**config.mk**
```make
export PLATFORM = sky130hd
export DESIGN_NAME = atcl_ram
export DESIGN_NICKNAME = d
export VERILOG_FILES = /design/src/sv/atcl_ram.sv
export SDC_FILE = /design/constraint.sdc
export NUM_CORES = 1
export LEC_CHECK = 0
export ABC_AREA = 0
export BUFFER_PORTS_ARGS = -buffer_cell sky130_fd_sc_hd__buf_4
export CAP_MARGIN = 5
export CORE_MARGIN = 2
export CORE_UTILIZATION = 25
export DETAILED_ROUTE_END_ITERATION = 10
export PLACE_DENSITY_LB_ADDON = 0.05
export SLEW_MARGIN = 25
export SYNTH_ARGS = -nofsm -noshare
export SYNTH_HDL_FRONTEND = slang
export SYNTH_SLANG_ARGS = --single-unit
```
**constraint.sdc**
```tcl
create_clock -name clk -period 1.6 [get_ports clk]
set_input_delay 0.08 -clock clk [delete_from_list [all_inputs] [get_ports clk]]
set_output_delay 0.08 -clock clk [all_outputs]
set_load 0.01 [all_outputs]
```
**src/sv/atcl_ram.sv**
```systemverilog
module atcl_ram #(
	parameter int WIDTH = 8,
	parameter int DEPTH = 24
) (
	input  logic                     clk,
	input  logic                     we,
	input  logic [$clog2(DEPTH)-1:0] waddr,
	input  logic [WIDTH-1:0]         wdata,
	input  logic [$clog2(DEPTH)-1:0] raddr,
	output logic [WIDTH-1:0]         rdata
);
	logic [WIDTH-1:0] mem_q [DEPTH];

	always_ff @(posedge clk) begin
		if (we) mem_q[waddr] <= wdata;
		rdata <= mem_q[raddr];
	end
endmodule

```
# Yosys cells after proc, flatten, opt, wreduce, memory -nomap -nowiden
# Memories as Yosys holds them, arrays and structs flattened. A register that Yosys moved wholly into a read port is not among the register bits.
# Cells that the tools add are included.
# Widths: inputs -> output; s select.
# op_classes
mux	2
# ops
cell	n
$mux 1	2
# word_totals
reg_bits	0
n_memories	1
wordCells	3
output_inout_bits	8
ram_bits	192
input_bits	20
# mem_list
name	words	word_bits	read_ports	rd_ports_with_merged_regs	write_ports	line	text
mem_q	24	8	1	1	1	12	logic [WIDTH-1:0] mem_q [DEPTH];

# Logic depth before layout (Yosys ltp)
# depth
depth_word	2
depth_mapped	7
ltp_nobuf	4

# Worst setup path before layout
# Ideal clock, no wire load.
# synth_path
path_kind	input -> register
start	input port waddr[1]
end	memory mem_q[0][0], enable pin
path_stages	3
t_required_ns	1.230
setup_slack_ns	0.156
n_path_buf	1
setup_ns	0.370
arrival_time_ns	1.073
cell_sequence	or3b_2 > clkbuf_1 > nor2_1
# synth_rtl
item	line	text
start: declaration	7	input logic [$clog2(DEPTH)-1:0] waddr,
end: declaration	12	
# No word-level cell before the write port.

==> impl_metrics.tcl <==
set metrics [dict create \
    synth_compound_area_frac 0.03371 \
    reg2reg_depth 4 \
    cts_num_sinks 200 \
    hold_class "primary input to register" \
    routedWlPerCell_um 23.54 \
    synth_top_family_by_area "multiplexers" \
    post-route-period-util 0.9156 \
    multiInputGateArea_um2 1648 \
    rsz0062_at_grt "false" \
    drv_cap 0 \
    cts_buffers 17 \
    synth_area_um2 7720 \
    outcome "finished, final reports clean" \
    synth_ff_type "edfxtp_1" \
    crit_buf_inv 1 \
    cp_max_fo 1 \
    synth_fa_ha_area_frac 0 \
    synth_edf_count 192 \
    critPathSlowestCell "mux4_2" \
    port-buffer-count 27 \
    critPathMaxStageDelay_ps 480 \
    cts.clk_slew.worst_paths_ps 80 \
    ys_async_sr_fraction 0 \
    netlist_instances 383 \
    yosysMostFrequentCell "edfxtp_1" \
    cts_tree "done" \
    grt_pass1_vias 4031 \
    antenna_found_initial 1 \
    power.static_leakage_nw 3.087 \
    cts_root_buf "clkbuf_16" \
    hold_path_depth 2 \
    crit_cells 4 \
    ant_nets 0 \
    worstMarginPinSlew_ps 537.9 \
    via_per_inst 4.381 \
    drc 0 \
    layout_min_cycle_time_ps 1465 \
    grt.overflow.total 0 \
    seq_area_um2 5926 \
    htreeDepth 4 \
    dp_hpwl_um 13490 \
    ys_types 24 \
    grt_max_degree 27 \
    synth_xor_area_frac 0 \
    p_total_mw 10.79 \
    layout.nets 479 \
    start_util 0.2530 \
    postLayoutCellArea_um2 9324 \
    yosys.area_share.simple 0.03452 \
    areaGrowthSynthToFinish_pct 20.78 \
    via_count 3807 \
    fp.dieH_um 179.7 \
    synth_mux_area_frac 0.1452 \
    slew_viol_final 0 \
    synth_top_cell_by_area "edfxtp_1" \
    gp_congestion 0.6708 \
    rows 64 \
    placed_cell_area_um2 8717 \
    timing.fmax_mhz 682.6 \
    synth_top_area_share 0.7468 \
    setup_viol 0 \
    critical_path.startpoint_type "register" \
    cp.arrival_ps 1750 \
    ys.warnings.count 0 \
    grt_usage 0.1309 \
    irDropWorstVdd_uv 561.2 \
    syn_nets 403 \
    skew_ps 15.56 \
    wl_um 20460 \
    core_um2 30510 \
    cts_setup_buffers 0 \
    avgSynthCellArea_um2 20.16 \
    path_class "register to register" \
    p_per_area_nw_per_um2 1158 \
    yosysSeqAreaShare 0.7676 \
    cp_cell_sequence "mux4_2 -> mux2i_1 -> buf_4 -> o311ai_1" \
    cp-end-kind "register" \
    ios 28 \
    ys_ff_latch 200 \
    drt_iter0_drc 241 \
    post-route-util 0.3056 \
    drive_gt1_frac 0.3030 \
    n_fill_cell 2988 \
    cp_top_family "multiplexers" \
    clk_latency_ps 440 \
    max_slew_margin 0.6406 \
    cp.required_ps 1890 \
    first_pass_iters 4 \
    grt_pass1_wl_um 29740 \
    dieArea_um2 32300 \
    die_w_um 179.7 \
    synth_area_leaders "edfxtp_1 (75%), mux4_2 (9.3%), mux2i_1 (5.2%)" \
    clockBufferDepth 2 \
    synth_commonest_cells "edfxtp_1 (192), mux2i_1 (40), mux4_2 (32), nor2_1 (26), nand2_1 (10)" \
    hold_viol_final 0 \
]
worst register-to-register path: cells and delay by family (launching register included):
kind                   cells  cell delay [ps]
multiplexers               2              690
flip-flops                 1              360
buffers and inverters      1              180
AO/OA/AOI/OAI              1               90
stage by stage:
stage / setup WS, ps / setup TNS [ps] / hold WS, ps / std cells
2_1_floorplan: 156.4 / 0 / 178.9 / 383
3_3_place_gp: -61.12 / -146.3 / 444.4 / 835
3_5_place_dp: -47.02 / -104.1 / 431.1 / 835
4_1_cts: 82.88 / 0 / 37.38 / 868
5_1_grt: 34.60 / 0 / 47.21 / 868
6_report: 135.1 / 0 / 61.92 / 869
sequential cells by signal (all words and copies together) (netlist names):
register / flops
mem_q: 192
rdata: 8
report_power, final:
group          internal, mW  switching, mW  leakage [nW]  total [mW]
clock network          2.15           2.12         0.290        4.26
registers              5.81         0.0305          1.80        5.84
logic                 0.293          0.395          1.00       0.688
cell families (layout without fill, tap and decap cells):
family                 count (synthesis)  in the layout
AOI/OAI and AO/OA                     32             32
muxes                                 72             72
and+or+nand+nor                       57             57
DFF                                  200            200
buffers and inverters                 22            111
other                                  0              1
routing by layer:
layer	up-vias	GRT usage	share of wire
li1	1721	-	-
met1	2016	0.1781	0.47
met2	59	0.2158	0.48
met3	11	0.02532	0.035
met4	0	0.03220	0.0094
met5	-	0	0
worst paths after layout:
| path | from | end | slack, ps |
|---|---|---|---|
| max | mem_q[7][7] | rdata[7] | 140 |
| min | raddr[4] | rdata[5] | 60 |
| max reg2reg | mem_q[7][7] | rdata[7] | 140 |
| min reg2reg | mem_q[10][0] | rdata[0] | 670 |
timing repair:
action	CTS	global route
hold buffers	1	0
endpoints found under the hold margin	7	0
resized for setup	0	0
cell type report:
cell class | count | share of cell area
tap | 396 | 0.05314
multi-input combinational | 161 | 0.1767
clock buffer | 19 | 0.04750
clock inverter | 13 | 0.01624
antenna | 1 | 0.0002684
timing repair buffer | 79 | 0.07059
sequential | 200 | 0.6355
placed cells by master, fill, tap and decap left out, types with 2 or more instances in the layout:
cell type	n
clkinv_4	2
or3b_2	2
nand3b_1	4
nand2_1	10
clkinv_8	4
o311ai_1	8
edfxtp_1	192
o211ai_1	8
nor2_1	26
and2_1	2
dfxtp_1	8
nand3_1	9
nor2b_1	2
mux4_2	32
clkbuf_16	17
inv_6	4
a2bb2oi_1	8
a22oi_1	8
buf_12	5
inv_8	3
mux2i_1	40
buf_4	73
(Power assumes the default switching activity.)
